===== src/transposition_table_core_assert.svh =====
// Assertion macros for the transposition table core.
// Plain text macros; no dependencies. Included by the top level only.
`ifndef TRANSPOSITION_TABLE_CORE_ASSERT_SVH
`define TRANSPOSITION_TABLE_CORE_ASSERT_SVH

// Same-cycle implication, disabled while reset is held.
`define TTC_ASSERT_IMP(lbl, clk, rst_n, ante, cons) \
  lbl: assert property (@(posedge clk) disable iff (!rst_n) (ante) |-> (cons)) \
    else $error("transposition table core: same-cycle check failed");

// Next-cycle implication, disabled while reset is held.
`define TTC_ASSERT_NXT(lbl, clk, rst_n, ante, cons) \
  lbl: assert property (@(posedge clk) disable iff (!rst_n) (ante) |=> (cons)) \
    else $error("transposition table core: next-cycle check failed");

`endif


===== src/ttc_pkg.sv =====
// Shared types and constants of the transposition table core.
// No dependencies; used by every module of the block.
package ttc_pkg;

  localparam int KEY_W       = 64;
  localparam int MOD_STEPS   = 4;                 // key bits folded per cycle
  localparam int MOD_CYCLES  = KEY_W / MOD_STEPS;
  localparam int QUEUE_DEPTH = 2;

  localparam logic [5:0] MAX_DEPTH_RESET = 6'd20;
  localparam logic signed [15:0] SCORE_NONE = -16'sd1;

  typedef enum logic [1:0] {
    KIND_SEARCH_PROBE  = 2'd0,
    KIND_SEARCH_RECORD = 2'd1,
    KIND_PERFT_PROBE   = 2'd2,
    KIND_PERFT_RECORD  = 2'd3
  } kind_t;

  localparam logic [1:0] BOUND_EXACT = 2'd0;
  localparam logic [1:0] BOUND_UPPER = 2'd1;
  localparam logic [1:0] BOUND_LOWER = 2'd2;

  typedef enum logic [1:0] {
    BK_CLEAR,
    BK_IDLE,
    BK_EXEC
  } back_state_t;

  typedef struct packed {
    kind_t              kind;
    logic [63:0]        position_key;
    logic [5:0]         depth;
    logic signed [15:0] alpha;
    logic signed [15:0] beta;
    logic signed [15:0] score_in;
    logic [1:0]         bound_kind;
    logic [15:0]        best_move;
    logic [63:0]        node_count;
  } item_t;

  typedef struct packed {
    logic [63:0]        key;
    logic [5:0]         depth;
    logic [1:0]         bound;
    logic signed [15:0] score;
    logic [15:0]        move;
    logic [63:0]        nodes;
  } entry_t;

  typedef struct packed {
    logic signed [15:0] score;
    logic               key_matched;
    logic [15:0]        move_out;
    logic               move_valid;
    logic [63:0]        nodes_out;
  } result_t;

endpackage


===== src/ttc_queue.sv =====
// Short FIFO between the front and back parts of the transposition table core.
// Depends on ttc_pkg for its depth.
module ttc_queue #(
  parameter int W = 8
) (
  input  logic         clk,
  input  logic         rst_n,
  input  logic         push_valid,
  output logic         push_ready,
  input  logic [W-1:0] push_data,
  output logic         pop_valid,
  input  logic         pop_ready,
  output logic [W-1:0] pop_data
);

  localparam int PTR_W = (ttc_pkg::QUEUE_DEPTH > 1) ? $clog2(ttc_pkg::QUEUE_DEPTH) : 1;
  localparam int CNT_W = $clog2(ttc_pkg::QUEUE_DEPTH + 1);
  localparam logic [PTR_W-1:0] LAST_PTR = PTR_W'(ttc_pkg::QUEUE_DEPTH - 1);

  logic [W-1:0]     slot_r [ttc_pkg::QUEUE_DEPTH];
  logic [PTR_W-1:0] wr_ptr_r, rd_ptr_r;
  logic [CNT_W-1:0] count_r;
  logic             do_push, do_pop;

  assign push_ready = (count_r != CNT_W'(ttc_pkg::QUEUE_DEPTH));
  assign pop_valid  = (count_r != '0);
  assign pop_data   = slot_r[rd_ptr_r];
  assign do_push    = push_valid && push_ready;
  assign do_pop     = pop_valid && pop_ready;

  always_ff @(posedge clk) begin
    if (!rst_n) begin
      wr_ptr_r <= '0;
      rd_ptr_r <= '0;
      count_r  <= '0;
    end else begin
      if (do_push) begin
        wr_ptr_r <= (wr_ptr_r == LAST_PTR) ? '0 : wr_ptr_r + 1'b1;
      end
      if (do_pop) begin
        rd_ptr_r <= (rd_ptr_r == LAST_PTR) ? '0 : rd_ptr_r + 1'b1;
      end
      if (do_push && !do_pop) begin
        count_r <= count_r + 1'b1;
      end else if (do_pop && !do_push) begin
        count_r <= count_r - 1'b1;
      end
    end
  end

  always_ff @(posedge clk) begin
    if (do_push) begin
      slot_r[wr_ptr_r] <= push_data;
    end
  end

endmodule


===== config.mk =====
export PLATFORM = sky130hd
export DESIGN_NAME = ttc_queue
export DESIGN_NICKNAME = d
export VERILOG_FILES = /design/src/transposition_table_core_assert.svh /design/src/ttc_pkg.sv /design/src/ttc_queue.sv
export SDC_FILE = /design/constraint.sdc
export NUM_CORES = 1
export LEC_CHECK = 0
export BUFFER_PORTS_ARGS = -buffer_cell sky130_fd_sc_hd__buf_4
export CORE_MARGIN = 3
export CORE_UTILIZATION = 40
export DETAILED_ROUTE_END_ITERATION = 8
export GPL_ROUTABILITY_DRIVEN = 0
export PLACE_DENSITY = 0.75
export SLEW_MARGIN = 20
export SYNTH_ARGS = -nofsm -noshare
export SYNTH_HDL_FRONTEND = slang
export SYNTH_SLANG_ARGS = --single-unit
export TNS_END_PERCENT = 20

===== constraint.sdc =====
create_clock -name clk -period 3.9 [get_ports clk]
set_input_delay 0.39 -clock clk [delete_from_list [all_inputs] [get_ports clk]]
set_output_delay 0.39 -clock clk [all_outputs]
set_load 0.05 [all_outputs]

==> summary.txt <==
TritonCTS clock tree -> built
final setup violating endpoints -> 0
CTS Buf Count -> 3
GRT Overall Usage -> 9.95%
WHS Endpoint -> slot_r[0][0]
leakage power -> 0.406 nW
DP HPWL -> 891 microns
critical path's slowest cell -> dfxtp_1
Cell Area, Synth -> 810 sq um
Die Height -> 51.0 microns
worst r2r path cells -> 5
outcome -> complete, no violations
full die area -> 2600 sq um
DRT Wirelength -> 1220 microns
CP Capture Type -> output pin
Clk Latency, worst-skew pair -> 0.28 ns
ys flop type -> edfxtp_1
Fmax -> 551 MHz
# hold bufs at CTS -> 0
non-filler cells, final -> 99
synthesis warning total -> 0
Synth top cells by count -> edfxtp_1 (16), mux2_2 (8), dfxtp_1 (5)
synthesis-stage register bit count -> 21
syn_nets -> 63
synth top area cells -> edfxtp_1 (59%), dfxtp_1 (12%), mux2_2 (11%)
nets@finish -> 88
vias -> 472
TritonRoute pass-1 iters -> 3
cell row count -> 15
synth unique cells -> 17
worst r2r dst -> count_r[1]
diode count -> 0
Synth top area share -> 59.4%
CTS sink cnt -> 21
top-count cell post-synth -> edfxtp_1
RSZ-0062 raised after global routing -> false
kind of critical path -> register to output pin
Slew headroom -> 74.6%
leading area contributor after synthesis -> edfxtp_1
CORE AREA -> 1820 sq um
pin count of the biggest net entering global routing -> 12
Slew Viols, Final -> 0
asr flop ratio synth -> 0%
clock-pin slew on the worst setup and hold paths -> 0.11 ns
period utilization -> 46.6%
WP buf/inv -> 1
drt initial violations -> 9
Worst EP required -> 3.51 ns
Peak VDD IR -> 441 uV
CTS H-Tree Depth -> 1
initial core utilization -> 44.5%
Crit Reg-Reg Startpoint -> count_r[0]
PwrDens -> 713 nW/um^2
port buffer count -> 21
Mean Syn Cell Area -> 16.2 sq um
WL/cell -> 12.3 microns
fin crit period -> 1.82 ns
initial antenna violation count -> 0
Final ANT Viol Nets -> 0
min-delay src -> push_data[0]
Hold WC Path Type -> input pin to register
CP arrival -> 1.43 ns
max-capacitance violation count -> 0
Root Driver -> clkbuf_4
cell depth of the worst hold path -> 1
Post-synth EDFFs -> 16
Vias/cell -> 4.77
endpoints failing hold -> 0
Seq/Total Area, Yosys -> 71.7%
setup TNS -> 0 ns
Top delay family on crit path -> flip-flops
CTS max path bufs -> 2
first-pass GRT wire length -> 1860 microns
measured slew at the worst slew-check pin -> 0.381 ns
postcts setup bufs -> 0
Syn-to-layout area delta -> 26.0%
Fill cells -> 166
gr ovfl total -> 0
Max FO, Critical Path -> 8
placed cell count -> 95
Post-CTS Resized -> 0
critical path cell sequence -> mux2_2 -> buf_4
slowest stage delay, CP -> 0.56 ns
DIE WIDTH -> 51.0 microns
io pins -> 22
Cells after Synth -> 50
Reg2Reg Setup Slack -> 2.33 ns
Worst Clk Skew -> 0.00118 ns
Startpoint Class -> register
vias in the first global route -> 414
share of layout cells above drive strength 1 -> 47.3%
DRC violations left -> 0
## how the worst max path moves through the flow
stage                    start           to  slack (ns)  depth (start not counted)
floorplan           count_r[0]   count_r[1]        2.30                          5
global placement    count_r[0]   count_r[1]        2.38                          5
detailed placement  count_r[0]   count_r[1]        2.34                          5
CTS                   register  pop_data[6]        2.05                          2
global route          register  pop_data[3]        2.01                          2
finish                register  pop_data[6]        2.08                          2
## stage by stage
step           power [mW]  util, %  hold slack (ns)  setup slack, ns  area (sq um)
6_report            0.727     56.0            0.281             2.08          1020
5_1_grt             0.764     56.0            0.253             2.01          1020
4_1_cts             0.735     56.0            0.270             2.05          1020
3_5_place_dp        0.637     54.6            0.501             2.34           993
3_3_place_gp        0.630     54.6            0.511             2.38           993
2_1_floorplan       0.553        -            0.472             2.30           810
## placed cells by master, fill, tap and decap left out, drive strengths merged
master | synthesis | layout
or3 | 1 | 1
mux2 | 8 | 8
clkbuf | 0 | 4
inv | 2 | 2
and2 | 1 | 1
nand2b | 1 | 1
dfxtp | 5 | 5
a21oi | 2 | 2
buf | 1 | 21
a21bo | 1 | 1
and3 | 1 | 1
nor2 | 3 | 3
o21ai | 2 | 2
nand3b | 1 | 1
ha | 1 | 1
xor2 | 3 | 3
edfxtp | 16 | 16
or2 | 1 | 1
## state kept, by name (all words and copies together), names as in the netlist, named ones only
signal    flops
wr_ptr_r      1
rd_ptr_r      1
slot_r       16
count_r       2
## worst reg2reg max path, stage by stage (launching register included)
cell and delay, ns:
dfxtp_1 0.37, nand2b_4 0.17, and2_1 0.16, ha_1 0.31
or3_1 0.37, a21oi_1 0.13
## where the power goes
group / leakage, nW / internal, mW / switching, mW / total [mW]
sequential: 0.191 / 0.284 / 0.0305 / 0.314
combinational: 0.200 / 0.118 / 0.196 / 0.315
clock: 0.0150 / 0.0397 / 0.0587 / 0.0983
## cells by family (layout without fill, tap and decap cells)
family,count (synthesis),count (layout),synth area share (%)
flops,21,21,71.7
fa+ha+maj,1,1,1.55
buf+inv,3,27,1.55
compound gates,5,5,3.71
xor+xnor,3,3,3.25
simple gates,9,9,7.11
mux,8,8,11.1
## cell type report
cell class	instances	area (sq um)	area share, %
inverter	2	7.51	0.736
sequential	21	581	56.9
clock buffer	4	26.3	2.58
multi-input combinational	26	216	21.2
timing repair buffer	21	158	15.5
tap	25	31.3	3.07
## routing by layer
layer	vias to the layer above	wire length, microns	share of wire, %	GRT usage [%]
met4	0	0	0	4.04
met2	15	591	48	15.7
met3	0	87	7.1	3.21
met1	226	543	44	12.6
li1	231	-	-	-
met5	-	0	0	0
(Power assumes the default switching activity.)
