`src/transposition_table_core_assert.svh`:
```
// Assertion macros for the transposition table core.
// Plain text macros; no dependencies. Included by the top level only.
`ifndef TRANSPOSITION_TABLE_CORE_ASSERT_SVH
`define TRANSPOSITION_TABLE_CORE_ASSERT_SVH

// Same-cycle implication, disabled while reset is held.
`define TTC_ASSERT_IMP(lbl, clk, rst_n, ante, cons) \
  lbl: assert property (@(posedge clk) disable iff (!rst_n) (ante) |-> (cons)) \
    else $error("transposition table core: same-cycle check failed");

// Next-cycle implication, disabled while reset is held.
`define TTC_ASSERT_NXT(lbl, clk, rst_n, ante, cons) \
  lbl: assert property (@(posedge clk) disable iff (!rst_n) (ante) |=> (cons)) \
    else $error("transposition table core: next-cycle check failed");

`endif

```
`src/ttc_pkg.sv`:
```
// Shared types and constants of the transposition table core.
// No dependencies; used by every module of the block.
package ttc_pkg;

  localparam int KEY_W       = 64;
  localparam int MOD_STEPS   = 4;                 // key bits folded per cycle
  localparam int MOD_CYCLES  = KEY_W / MOD_STEPS;
  localparam int QUEUE_DEPTH = 2;

  localparam logic [5:0] MAX_DEPTH_RESET = 6'd20;
  localparam logic signed [15:0] SCORE_NONE = -16'sd1;

  typedef enum logic [1:0] {
    KIND_SEARCH_PROBE  = 2'd0,
    KIND_SEARCH_RECORD = 2'd1,
    KIND_PERFT_PROBE   = 2'd2,
    KIND_PERFT_RECORD  = 2'd3
  } kind_t;

  localparam logic [1:0] BOUND_EXACT = 2'd0;
  localparam logic [1:0] BOUND_UPPER = 2'd1;
  localparam logic [1:0] BOUND_LOWER = 2'd2;

  typedef enum logic [1:0] {
    BK_CLEAR,
    BK_IDLE,
    BK_EXEC
  } back_state_t;

  typedef struct packed {
    kind_t              kind;
    logic [63:0]        position_key;
    logic [5:0]         depth;
    logic signed [15:0] alpha;
    logic signed [15:0] beta;
    logic signed [15:0] score_in;
    logic [1:0]         bound_kind;
    logic [15:0]        best_move;
    logic [63:0]        node_count;
  } item_t;

  typedef struct packed {
    logic [63:0]        key;
    logic [5:0]         depth;
    logic [1:0]         bound;
    logic signed [15:0] score;
    logic [15:0]        move;
    logic [63:0]        nodes;
  } entry_t;

  typedef struct packed {
    logic signed [15:0] score;
    logic               key_matched;
    logic [15:0]        move_out;
    logic               move_valid;
    logic [63:0]        nodes_out;
  } result_t;

endpackage

```
`src/ttc_front.sv`:
```
// Front part: accepts items, reduces the key to a table slot, feeds the queue.
// Depends on ttc_pkg for the item type and the key-reduction constants.
module ttc_front #(
  parameter int TABLE_ENTRIES = 4096,
  parameter int IDX_W         = 12
) (
  input  logic                 clk,
  input  logic                 rst_n,
  input  logic                 clearing,
  input  logic                 in_valid,
  output logic                 in_ready,
  input  ttc_pkg::item_t       in_item,
  output logic                 push_valid,
  input  logic                 push_ready,
  output logic [IDX_W-1:0]     push_slot,
  output ttc_pkg::item_t       push_item
);

  logic           hold_v_r;
  ttc_pkg::item_t hold_r;
  logic           done;
  logic           accept;
  logic           push_fire;

  assign push_valid = hold_v_r && done;
  assign push_fire  = push_valid && push_ready;
  assign in_ready   = !clearing && (!hold_v_r || push_fire);
  assign accept     = in_valid && in_ready;
  assign push_item  = hold_r;

  always_ff @(posedge clk) begin
    if (!rst_n) begin
      hold_v_r <= 1'b0;
    end else if (accept) begin
      hold_v_r <= 1'b1;
    end else if (push_fire) begin
      hold_v_r <= 1'b0;
    end
  end

  always_ff @(posedge clk) begin
    if (accept) begin
      hold_r <= in_item;
    end
  end

  if ((TABLE_ENTRIES & (TABLE_ENTRIES - 1)) == 0) begin : g_pow2
    // Slot is the low key bits.
    assign done      = 1'b1;
    assign push_slot = hold_r.position_key[IDX_W-1:0];
  end else begin : g_mod
    // Restoring remainder, MOD_STEPS key bits per cycle, most significant first.
    localparam int CNT_W = $clog2(ttc_pkg::MOD_CYCLES + 1);
    localparam logic [IDX_W:0] MODULUS = (IDX_W + 1)'(TABLE_ENTRIES);

    logic [IDX_W-1:0] rem_r, rem_nxt;
    logic [63:0]      sh_r, sh_nxt;
    logic [CNT_W-1:0] cnt_r;
    logic [IDX_W:0]   acc;

    always_comb begin
      acc    = {1'b0, rem_r};
      sh_nxt = sh_r;
      for (int i = 0; i < ttc_pkg::MOD_STEPS; i++) begin
        acc    = {acc[IDX_W-1:0], sh_nxt[63]};
        sh_nxt = {sh_nxt[62:0], 1'b0};
        if (acc >= MODULUS) begin
          acc = acc - MODULUS;
        end
      end
      rem_nxt = acc[IDX_W-1:0];
    end

    assign done      = (cnt_r == CNT_W'(ttc_pkg::MOD_CYCLES));
    assign push_slot = rem_r;

    always_ff @(posedge clk) begin
      if (!rst_n) begin
        cnt_r <= '0;
      end else if (accept) begin
        cnt_r <= '0;
      end else if (hold_v_r && !done) begin
        cnt_r <= cnt_r + 1'b1;
      end
    end

    always_ff @(posedge clk) begin
      if (accept) begin
        rem_r <= '0;
        sh_r  <= in_item.position_key;
      end else if (hold_v_r && !done) begin
        rem_r <= rem_nxt;
        sh_r  <= sh_nxt;
      end
    end
  end

endmodule

```
`config.mk`:
```
export PLATFORM = sky130hd
export DESIGN_NAME = ttc_front
export DESIGN_NICKNAME = d
export VERILOG_FILES = /design/src/transposition_table_core_assert.svh /design/src/ttc_pkg.sv /design/src/ttc_front.sv
export SDC_FILE = /design/constraint.sdc
export NUM_CORES = 1
export LEC_CHECK = 0
export BUFFER_PORTS_ARGS = -buffer_cell sky130_fd_sc_hd__buf_2
export CAP_MARGIN = 20
export CORE_AREA = 2 2 164 166
export DETAILED_ROUTE_END_ITERATION = 10
export DIE_AREA = 0 0 166 168
export PLACE_DENSITY_LB_ADDON = 0.3
export SLEW_MARGIN = 20
export SYNTH_ARGS = -nofsm -noshare
export SYNTH_HDL_FRONTEND = slang
export SYNTH_SLANG_ARGS = --single-unit
```
`constraint.sdc`:
```
create_clock -name clk -period 13.5 [get_ports clk]
set_input_delay 0.675 -clock clk [delete_from_list [all_inputs] [get_ports clk]]
set_output_delay 0.675 -clock clk [all_outputs]
set_load 0.05 [all_outputs]
```
==> flow_metrics.env, run 1 <==
export IMPL_timing_final_crit_share=0.2023
export IMPL_crit_type="register to register"
export IMPL_fin_crit_ns=2.731
export IMPL_first_iter_violations=230
export IMPL_synth_commonest_cells="202 x edfxtp_1, 12 x buf_4, 2 x nor2_1"
export IMPL_cts_resized=0
export IMPL_firstDrtPassIters=4
export IMPL_drt_vias_per_instance=3.731
export IMPL_io_pins=423
export IMPL_syn_nets=428
export IMPL_arrival_ns=2.85
export IMPL_clk_pin_slew_ns=0.06
export IMPL_yosysWarnings=0
export IMPL_worstPathMaxFanout=52
export IMPL_fin_nets=866
export IMPL_hold_path_class="primary input to register"
export IMPL_die_area_sq_mm=0.02789
export IMPL_synth_most_common_cell="edfxtp_1"
export IMPL_root_buffer="clkbuf_16"
export IMPL_rows=60
export IMPL_status="finished, final reports clean"
export IMPL_core_area_sq_mm=0.02635
export IMPL_cts_sinks=203
export IMPL_ir_drop_mv=0.09190
export IMPL_die_h_um=168
export IMPL_synthFlopType="edfxtp_1"
export IMPL_relSlewSlack=0.3400
export IMPL_cap_violations=0
export IMPL_holdBufCountCts=0
export IMPL_synthTopCellsByArea="edfxtp_1 98%, buf_4 1.4%, dfxtp_1 0.32%"
export IMPL_grt_max_degree=81
export IMPL_placed_area_sq_mm=0.008695
export IMPL_setup_viol=0
export IMPL_async_flop_share=0
export IMPL_gp_congestion=0.7365
export IMPL_hold_viol=0
export IMPL_synth_edf_count=202
export IMPL_worstSkewPairLatency_ns=0.49
export IMPL_synth_top_cell_area_share=0.9758
export IMPL_max_freq_mhz=366.1
export IMPL_cp_required_ns=13.62
export IMPL_startpoint_type="register"
export IMPL_start_util=0.2359
export IMPL_place_port_buffers=422
export IMPL_clockBufferDepth=3
export IMPL_htreeDepth=1
export IMPL_post_cts_buffers=0
export IMPL_fin_area_sq_mm=0.009457
export IMPL_ys_seq_area_frac=0.9791
export IMPL_grt_pass1_wl_mm=23.12
export IMPL_cts_inserted_buffers=23
export IMPL_wl_per_cell_um=15.91
export IMPL_grtUsageTotal=0.1093
export IMPL_synth_area_sq_mm=0.006216
export IMPL_final_max_slew_viol_count=0
export IMPL_overflow=0
export IMPL_cts_tree="yes"
export IMPL_fin_tns_setup_ns=0
export IMPL_p_total_w=0.001517
export IMPL_antenna_found_initial=6
export IMPL_netlist_cell_type_count=8
export IMPL_ys_ff_latch=203
export IMPL_synth_top_cell_by_area="edfxtp_1"
export IMPL_die_w_um=166
export IMPL_layout_drive_gt1_share=0.6825
export IMPL_end_kind="register"
export IMPL_num_vias=3798
export IMPL_leakage_nw=3.961
export IMPL_avgSynthCellArea_sq_um=28.13
export IMPL_rsz0062_at_grt="no"
export IMPL_worst_slew_pin_slew_ns=0.9901
export IMPL_syn_to_final_growth_pct=52.13
export IMPL_fin_util=0.3589
export IMPL_skew_ns=0.01188
export IMPL_dpl_hpwl_mm=12.38
export IMPL_syn_inst=221
export IMPL_grt_pass1_vias=3941
export IMPL_ant_nets=0
export IMPL_drt_drc_violations_left=0
export IMPL_routed_wl_mm=16.19
export IMPL_powerDensity_mw_per_mm2=160.4
[registers in the layout (all words and copies together) (netlist names)]
name,cells
push_valid,1
push_item,202
[final timing paths]
path,from,end,slack (ns),cells after the start
hold / removal,in_item[42],push_item[42],0.35,1
setup reg to reg,push_valid,push_item[88],10.77,4
hold reg to reg,push_valid,push_valid,0.51,2
setup / recovery,push_valid,push_item[88],10.77,4
[worst max-delay path: stages, from the launching register on]
cell and delay (ns):
dfxtp_1 0.32, nor2b_1 0.17, nor2_4 0.49, buf_4 0.65, buf_4 0.65
[cells in the final DEF, fill, tap and decap left out, types with 3 or more instances in the layout]
master and count:
buf_2 422, edfxtp_1 202, clkbuf_16 23, clkinv_1 5, clkinv_2 4, bufinv_16 4, diode_2 3, clkbuf_1 3
buf_4 3
[kinds of logic after synthesis]
family | after synthesis | share of synthesized area
buf+inv | 12 | 0.01449
compound gates | 1 | 0.001811
flops | 203 | 0.9791
simple gates | 5 | 0.004632
[layer usage]
layer,GRT usage,vias up,part of all wire
li1,-,1757,-
met1,0.1194,1733,0.36
met3,0.05736,34,0.13
met4,0.03743,8,0.020
met2,0.1831,266,0.49
met5,0,-,0.0035
[power breakdown]
| part | switching [W] | leakage, nW | internal (W) | total, W |
|---|---|---|---|---|
| clock network | 0.000232 | 0.371 | 0.000386 | 0.000618 |
| logic | 0.000126 | 1.69 | 0.0000388 | 0.000165 |
| registers | 0.00000647 | 1.90 | 0.000727 | 0.000733 |
| total | 0.000365 | 3.96 | 0.00115 | 0.00152 |
[per-stage QoR]
| step | worst slack [ns] | std cells | hold WS, ns |
|---|---|---|---|
| floorplan | 3.498 | 221 | 0.7125 |
| global placement | 10.26 | 975 | 0.4761 |
| detailed placement | 10.22 | 975 | 0.5033 |
| CTS | 10.72 | 1015 | 0.3162 |
| global route | 10.54 | 1015 | 0.3169 |
| finish | 10.77 | 1018 | 0.3486 |
[layout make-up]
type                       count  area [sq um]
sequential                   203          6086
multi-input combinational      6         47.55
clock inverter                14         167.7
timing repair buffer         425          2135
tap                          341         426.7
fill                        2572         16890
clock buffer                  26         586.8
antenna                        3         7.507
Power figures use the tool's default switching activity.
==> run 2: changes to the inputs <==
- ABC_AREA: default -> 1
- CORE_AREA: 2 2 164 166 -> 2 2 163 165
- DIE_AREA: 0 0 166 168 -> 0 0 165 167
- clock period: 13.5 -> 2.3 ns (I/O delays scaled with it)
==> run 2 against run 1 <==
Net effect: the flow now stops in 4_1_cts; area after synthesis about the same; synthesized cell count is 1.4% higher.
==> flow_metrics.env, run 2 <==
export IMPL_status="stopped before the end"
export IMPL_failing_step="4_1_cts"
export IMPL_error="[ERROR RSZ-0060] Max buffer count reached."
export IMPL_start_util=0.2413
export IMPL_io_pins=423
export IMPL_place_ws_ns=0.6641
export IMPL_synth_area_sq_mm=0.006217
export IMPL_htreeDepth=1
export IMPL_synthTopCellsByArea="edfxtp_1 98%, buf_4 1.4%, dfxtp_1 0.32%"
export IMPL_dpl_hpwl_mm=12.52
export IMPL_ys_seq_area_frac=0.9789
export IMPL_root_buffer="clkbuf_16"
export IMPL_cts_resized=0
export IMPL_synth_edf_count=202
export IMPL_gp_congestion=0.7203
export IMPL_die_h_um=167
export IMPL_synthFlopType="edfxtp_1"
export IMPL_yosysWarnings=0
export IMPL_clockBufferDepth=3
export IMPL_holdBufCountCts=203
export IMPL_cts_inserted_buffers=22
export IMPL_die_w_um=165
export IMPL_netlist_cell_type_count=8
export IMPL_place_port_buffers=422
export IMPL_post_cts_buffers=0
export IMPL_synth_top_family_by_area="buffers and inverters"
export IMPL_synthMuxAreaShare=0
export IMPL_syn_inst=224
export IMPL_synth_adder_area_share=0
export IMPL_rows=59
export IMPL_syn_nets=431
export IMPL_avgSynthCellArea_sq_um=27.76
export IMPL_yosys_area_share_simple=0.003421
export IMPL_synth_xor_area_share=0
export IMPL_synth_top_cell_by_area="edfxtp_1"
export IMPL_ys_ff_latch=203
export IMPL_synth_compound_area_frac=0.0008050
export IMPL_cts_sinks=203
export IMPL_synth_commonest_cells="202 x edfxtp_1, 12 x buf_4, 4 x inv_1"
export IMPL_synth_top_cell_area_share=0.9756
export IMPL_async_flop_share=0
export IMPL_synth_most_common_cell="edfxtp_1"
## run 2: changes by cell type after synthesis, sizes merged
cell    before  now
nand2b       2    0
inv          0    4
nor2         2    1
nor2b        1    0
nor3         0    1
nand2        0    2
o21ai        0    1
a21boi       1    0
## run 2: cells by family after synthesis
| group | after synthesis |
|---|---|
| buffers and inverters | 16 |
| AOI/OAI and AO/OA | 1 |
| and+or+nand+nor | 4 |
| DFF | 203 |
## run 2: stage by stage
stage	util	cells	hold WS (ns)	instance area [sq um]
after detailed placement	0.3402	975	0.2931	8766
after global placement	0.3402	975	0.2913	8766
after floorplan	-	224	0.2120	6230
==> run 3: changes to the inputs <==
- CORE_AREA: 2 2 163 165 -> 2 2 166 168
- DIE_AREA: 0 0 165 167 -> 0 0 168 170
- PLACE_DENSITY_LB_ADDON: 0.3 -> 0.15
- clock period: 2.3 -> 3 ns (I/O delays scaled with it)
==> run 3 against run 2 <==
Net effect: the flow now finishes without violations; synthesized cell count did not move; area after synthesis stayed put.
==> flow_metrics.env, run 3 <==
export IMPL_cts_sinks=203
export IMPL_fin_area_sq_mm=0.01155
export IMPL_cap_violations=0
export IMPL_clockBufferDepth=3
export IMPL_synth_top_cell_area_share=0.9756
export IMPL_cp_startpoint="push_valid"
export IMPL_ys_ff_latch=203
export IMPL_skew_ns=0.004589
export IMPL_clk_pin_slew_ns=0.06
export IMPL_syn_to_final_growth_pct=85.79
export IMPL_wl_per_cell_um=15.24
export IMPL_diodes=0
export IMPL_worstSkewPairLatency_ns=0.50
export IMPL_yosysWarnings=0
export IMPL_startpoint_type="register"
export IMPL_cp_endpoint="push_item[156]"
export IMPL_first_iter_violations=212
export IMPL_overflow=0
export IMPL_routed_wl_mm=18.63
export IMPL_cts_resized=0
export IMPL_worst_slew_pin_slew_ns=0.5959
export IMPL_hold_viol=0
export IMPL_placed_area_sq_mm=0.008718
export IMPL_antenna_found_initial=0
export IMPL_final_max_slew_viol_count=0
export IMPL_grtUsageTotal=0.1227
export IMPL_fin_cells=1223
export IMPL_gp_congestion=0.7596
export IMPL_rsz0062_at_grt="no"
export IMPL_status="finished, final reports clean"
export IMPL_grt_pass1_vias=5129
export IMPL_netlist_cell_type_count=8
export IMPL_core_area_sq_mm=0.02665
export IMPL_die_w_um=168
export IMPL_arrival_ns=1.77
export IMPL_r2r_start="push_valid"
export IMPL_die_area_sq_mm=0.02856
export IMPL_layout_commonest_cell="buf_2"
export IMPL_fin_nets=1072
export IMPL_root_buffer="clkbuf_16"
export IMPL_setup_slack_ns=1.366
export IMPL_synth_most_common_cell="edfxtp_1"
export IMPL_leakage_nw=4.848
export IMPL_start_util=0.2333
export IMPL_ys_seq_area_frac=0.9789
export IMPL_fin_util=0.4334
export IMPL_setup_viol=0
export IMPL_ir_drop_mv=0.3806
export IMPL_synth_top_cell_by_area="edfxtp_1"
export IMPL_crit_type="register to register"
export IMPL_cts_tree="yes"
export IMPL_place_port_buffers=422
export IMPL_avgSynthCellArea_sq_um=27.76
export IMPL_layout_drive_gt1_share=0.5215
export IMPL_firstDrtPassIters=4
export IMPL_synthTopCellsByArea="edfxtp_1 98%, buf_4 1.4%, dfxtp_1 0.32%"
export IMPL_grt_pass1_wl_mm=27.24
export IMPL_syn_nets=431
export IMPL_io_pins=423
export IMPL_cts_inserted_buffers=23
export IMPL_die_h_um=170
export IMPL_largest_register_ffs=202
export IMPL_drt_vias_per_instance=3.778
export IMPL_timing_final_crit_share=0.5446
export IMPL_grt_max_degree=107
export IMPL_drt_drc_violations_left=0
export IMPL_relSlewSlack=0.6028
export IMPL_htreeDepth=1
export IMPL_mostFrequentLayoutCells="422 x buf_2, 204 x dlygate4sd3_1, 202 x edfxtp_1, 23 x clkbuf_16, 6 x clkbuf_1"
export IMPL_dp_cells=977
export IMPL_hold_path_class="primary input to register"
export IMPL_synthFlopType="edfxtp_1"
export IMPL_synth_edf_count=202
export IMPL_p_total_w=0.007185
export IMPL_place_ws_ns=1.390
export IMPL_num_vias=4621
export IMPL_cp_required_ns=3.14
export IMPL_worstPathMaxFanout=106
export IMPL_max_freq_mhz=612.1
export IMPL_timing_rr_end="push_item[156]"
export IMPL_synth_area_sq_mm=0.006217
export IMPL_rrSetupSlack_ns=1.37
export IMPL_async_flop_share=0
export IMPL_dpl_hpwl_mm=13.34
export IMPL_r2r_cells=4
export IMPL_ant_nets=0
export IMPL_rows=60
export IMPL_end_kind="register"
export IMPL_fin_crit_ns=1.634
export IMPL_synth_commonest_cells="202 x edfxtp_1, 12 x buf_4, 4 x inv_1"
export IMPL_powerDensity_mw_per_mm2=622.0
export IMPL_syn_inst=224
run 3: power by group:
part           leakage, nW  switching (W)  internal (W)
Sequential            1.90      0.0000320       0.00327
Clock                0.384        0.00108       0.00184
Combinational         2.57       0.000614      0.000351
run 3: logic make-up (layout without fill, tap and decap cells):
family | after synthesis | in the layout | share of synthesized area
AO/OA/AOI/OAI | 1 | 1 | 0.0008042
buffers and inverters | 16 | 674 | 0.01690
flip-flops | 203 | 203 | 0.9789
AND/OR/NAND/NOR | 4 | 4 | 0.003421
run 3: how the worst min path moves through the flow:
stage	start	end	slack [ns]	cells after the start
after floorplan	rst_n	push_valid	0.25	2
after global placement	in_item[16]	push_item[16]	0.33	1
after detailed placement	in_item[17]	push_item[17]	0.33	1
after CTS	clearing	push_item[132]	0.29	3
after global routing	clearing	push_item[86]	0.30	3
final	clearing	push_item[128]	0.27	3
run 3: layout make-up:
cell class | instances | area [sq um]
Clock inverter | 13 | 192.7
Fill cell | 2401 | 15100
Timing Repair Buffer | 628 | 4194
Clock buffer | 29 | 598.1
Sequential cell | 203 | 6090
Inverter | 4 | 15.01
Multi-Input combinational cell | 5 | 35.03
Tap cell | 341 | 426.7
run 3: layer usage:
metal | GRT usage | wire [um] | vias to the layer above
met4 | 0.04272 | 605 | 0
met1 | 0.1290 | 6612 | 2162
li1 | - | - | 2166
met5 | 0 | 0 | -
met3 | 0.04302 | 1763 | 36
met2 | 0.2273 | 9651 | 257
run 3: worst max-delay path: stages, from the launching register on:
cell and delay [ns]:
dfxtp_4 0.34, nand2_2 0.06, inv_2 0.05, nor3_4 0.26, buf_12 0.45
run 3: stage by stage:
stage | hold WS [ns] | TNS (ns)
finish | 0.2662 | 0
global route | 0.3024 | 0
CTS | 0.2940 | 0
floorplan | 0.2470 | -557.87
global placement | 0.3262 | 0
detailed placement | 0.3281 | 0
run 3: what timing repair did:
item,in CTS,in global routing
hold buffers,204,0
hold endpoints to repair,203,0
buffers inserted,0,0
==> run 4: changes to the inputs <==
- clock period: 3 -> 1.4 ns (I/O delays scaled with it)
==> run 4 against run 3 <==
Net effect: final cell count increased by 2.0%; sequential cell count is the same; worst hold slack got worse by 0.042 ns; clock power up 92%; routed wire length is 6.8% higher; clock skew is essentially flat; combinational power rose by 130%; sequential power increased by 110%; largest cell class unchanged.
==> flow_metrics.env, run 4 (synthesized netlist as in run 3, its figures left out) <==
export IMPL_gp_congestion=0.7900
export IMPL_dpl_hpwl_mm=14.28
export IMPL_grt_pass1_wl_mm=28.28
export IMPL_firstDrtPassIters=4
export IMPL_setup_slack_ns=0.04350
export IMPL_syn_to_final_growth_pct=90.58
export IMPL_grtUsageTotal=0.1294
export IMPL_num_vias=4729
export IMPL_end_kind="register"
export IMPL_fin_crit_ns=1.356
export IMPL_place_ws_ns=-0.04503
export IMPL_root_buffer="clkbuf_16"
export IMPL_crit_type="register to register"
export IMPL_grt_max_degree=24
export IMPL_core_area_sq_mm=0.02665
export IMPL_worstSkewPairLatency_ns=0.50
export IMPL_clockBufferDepth=3
export IMPL_drt_vias_per_instance=3.792
export IMPL_die_area_sq_mm=0.02856
export IMPL_ant_nets=0
export IMPL_worst_slew_pin_slew_ns=0.3662
export IMPL_cp_required_ns=1.60
export IMPL_die_w_um=168
export IMPL_place_port_buffers=422
export IMPL_cap_violations=0
export IMPL_io_pins=423
export IMPL_rrSetupSlack_ns=0.04
export IMPL_largest_register_ffs=202
export IMPL_p_total_w=0.01489
export IMPL_r2r_start="push_valid"
export IMPL_start_util=0.2333
export IMPL_cp_endpoint="push_item[0]"
export IMPL_antenna_found_initial=0
export IMPL_layout_commonest_cell="buf_2"
export IMPL_rsz0062_at_grt="yes"
export IMPL_drt_drc_violations_left=0
export IMPL_arrival_ns=1.56
export IMPL_rows=60
export IMPL_grt_pass1_vias=5214
export IMPL_r2r_cells=6
export IMPL_fin_tns_setup_ns=0
export IMPL_startpoint_type="register"
export IMPL_nFillCells=2373
export IMPL_htreeDepth=1
export IMPL_relSlewSlack=0.7576
export IMPL_final_max_slew_viol_count=0
export IMPL_layout_drive_gt1_share=0.5364
export IMPL_timing_final_crit_share=0.9689
export IMPL_cts_inserted_buffers=22
export IMPL_cp_startpoint="push_valid"
export IMPL_holdPathStages=4
export IMPL_overflow=0
export IMPL_fin_nets=1098
export IMPL_leakage_nw=5.000
export IMPL_ir_drop_mv=0.7561
export IMPL_max_freq_mhz=737.2
export IMPL_powerDensity_mw_per_mm2=1257
export IMPL_cts_sinks=203
export IMPL_diodes=0
export IMPL_timing_rr_end="push_item[0]"
export IMPL_hold_viol=0
export IMPL_hold_path_class="primary input to register"
export IMPL_setup_viol=0
export IMPL_worstPathMaxFanout=17
export IMPL_skew_ns=0.004177
export IMPL_mostFrequentLayoutCells="421 x buf_2, 204 x dlygate4sd3_1, 202 x edfxtp_1, 26 x clkbuf_16, 15 x buf_4"
export IMPL_wl_per_cell_um=15.97
export IMPL_cts_tree="yes"
export IMPL_first_iter_violations=163
export IMPL_status="finished, final reports clean"
export IMPL_clk_pin_slew_ns=0.06
export IMPL_routed_wl_mm=19.91
export IMPL_die_h_um=170
-- run 4: cell types whose count changed in the layout (fill, tap and decap cells not counted), moves of 2 or more --
cell | before | now
buf_12 | 2 | 8
buf_4 | 0 | 15
buf_6 | 0 | 2
bufinv_16 | 5 | 2
clkbuf_16 | 23 | 26
clkinvlp_4 | 0 | 3
-- run 4: area by class of cell --
type / count / area, sq um / share of cell area
inverters: 4 / 15.01 / 0.001267
well taps: 341 / 426.7 / 0.03601
repair buffers: 655 / 4579 / 0.3865
clock inverters: 11 / 108.9 / 0.009187
flip-flops and latches: 203 / 6090 / 0.5139
clock buffers: 28 / 594.3 / 0.05016
multi-input cells: 5 / 35.03 / 0.002957
-- run 4: worst min-delay path by stage --
stage | slack (ns) | endpoint | startpoint
after floorplan | 0.17 | push_valid | rst_n
after global placement | 0.25 | push_item[193] | in_item[193]
after global routing | 0.23 | push_item[34] | clearing
after detailed placement | 0.25 | push_item[197] | in_item[197]
final | 0.22 | push_item[34] | clearing
after CTS | 0.18 | push_item[34] | clearing
-- run 4: timing repair --
action | in CTS | in global routing
endpoints found under the setup margin | 136 | 109
buffers inserted | 2 | 1
gates resized for setup | 0 | 5
pin swaps | 1 | 0
cloned | 1 | 3
hold endpoints to repair | 203 | 0
hold buffers | 204 | 0
-- run 4: power by group --
group	internal, W	switching [W]	total (W)
Clock	0.00336	0.00224	0.00560
Combinational	0.000863	0.00135	0.00221
Sequential	0.00700	0.0000733	0.00708
Total	0.0112	0.00366	0.0149
-- run 4: per-stage QoR --
step                      cells  utilization  instance area, sq um  hold slack (ns)
after global routing       1247       0.4446                 11850           0.2267
after CTS                  1243       0.4408                 11750           0.1833
after global placement      997       0.3361                  8956           0.2461
after floorplan             224            -                  6230           0.1670
after detailed placement    997       0.3361                  8956           0.2481
final                      1247       0.4446                 11850           0.2238
-- run 4: layer usage --
metal | GRT usage | part of all wire | wire length (um) | vias to the layer above
met5 | 0 | 0 | 0 | -
met4 | 0.03932 | 0.026 | 513 | 0
met3 | 0.04256 | 0.088 | 1756 | 31
met2 | 0.2472 | 0.53 | 10590 | 255
met1 | 0.1341 | 0.35 | 7049 | 2224
li1 | - | - | - | 2219
-- run 4: worst max-delay path: stages (launching register included) --
cell,delay (ns)
dfxtp_4,0.34
nand2_2,0.06
inv_2,0.05
nor3_4,0.11
buf_4,0.16
buf_12,0.16
buf_12,0.16
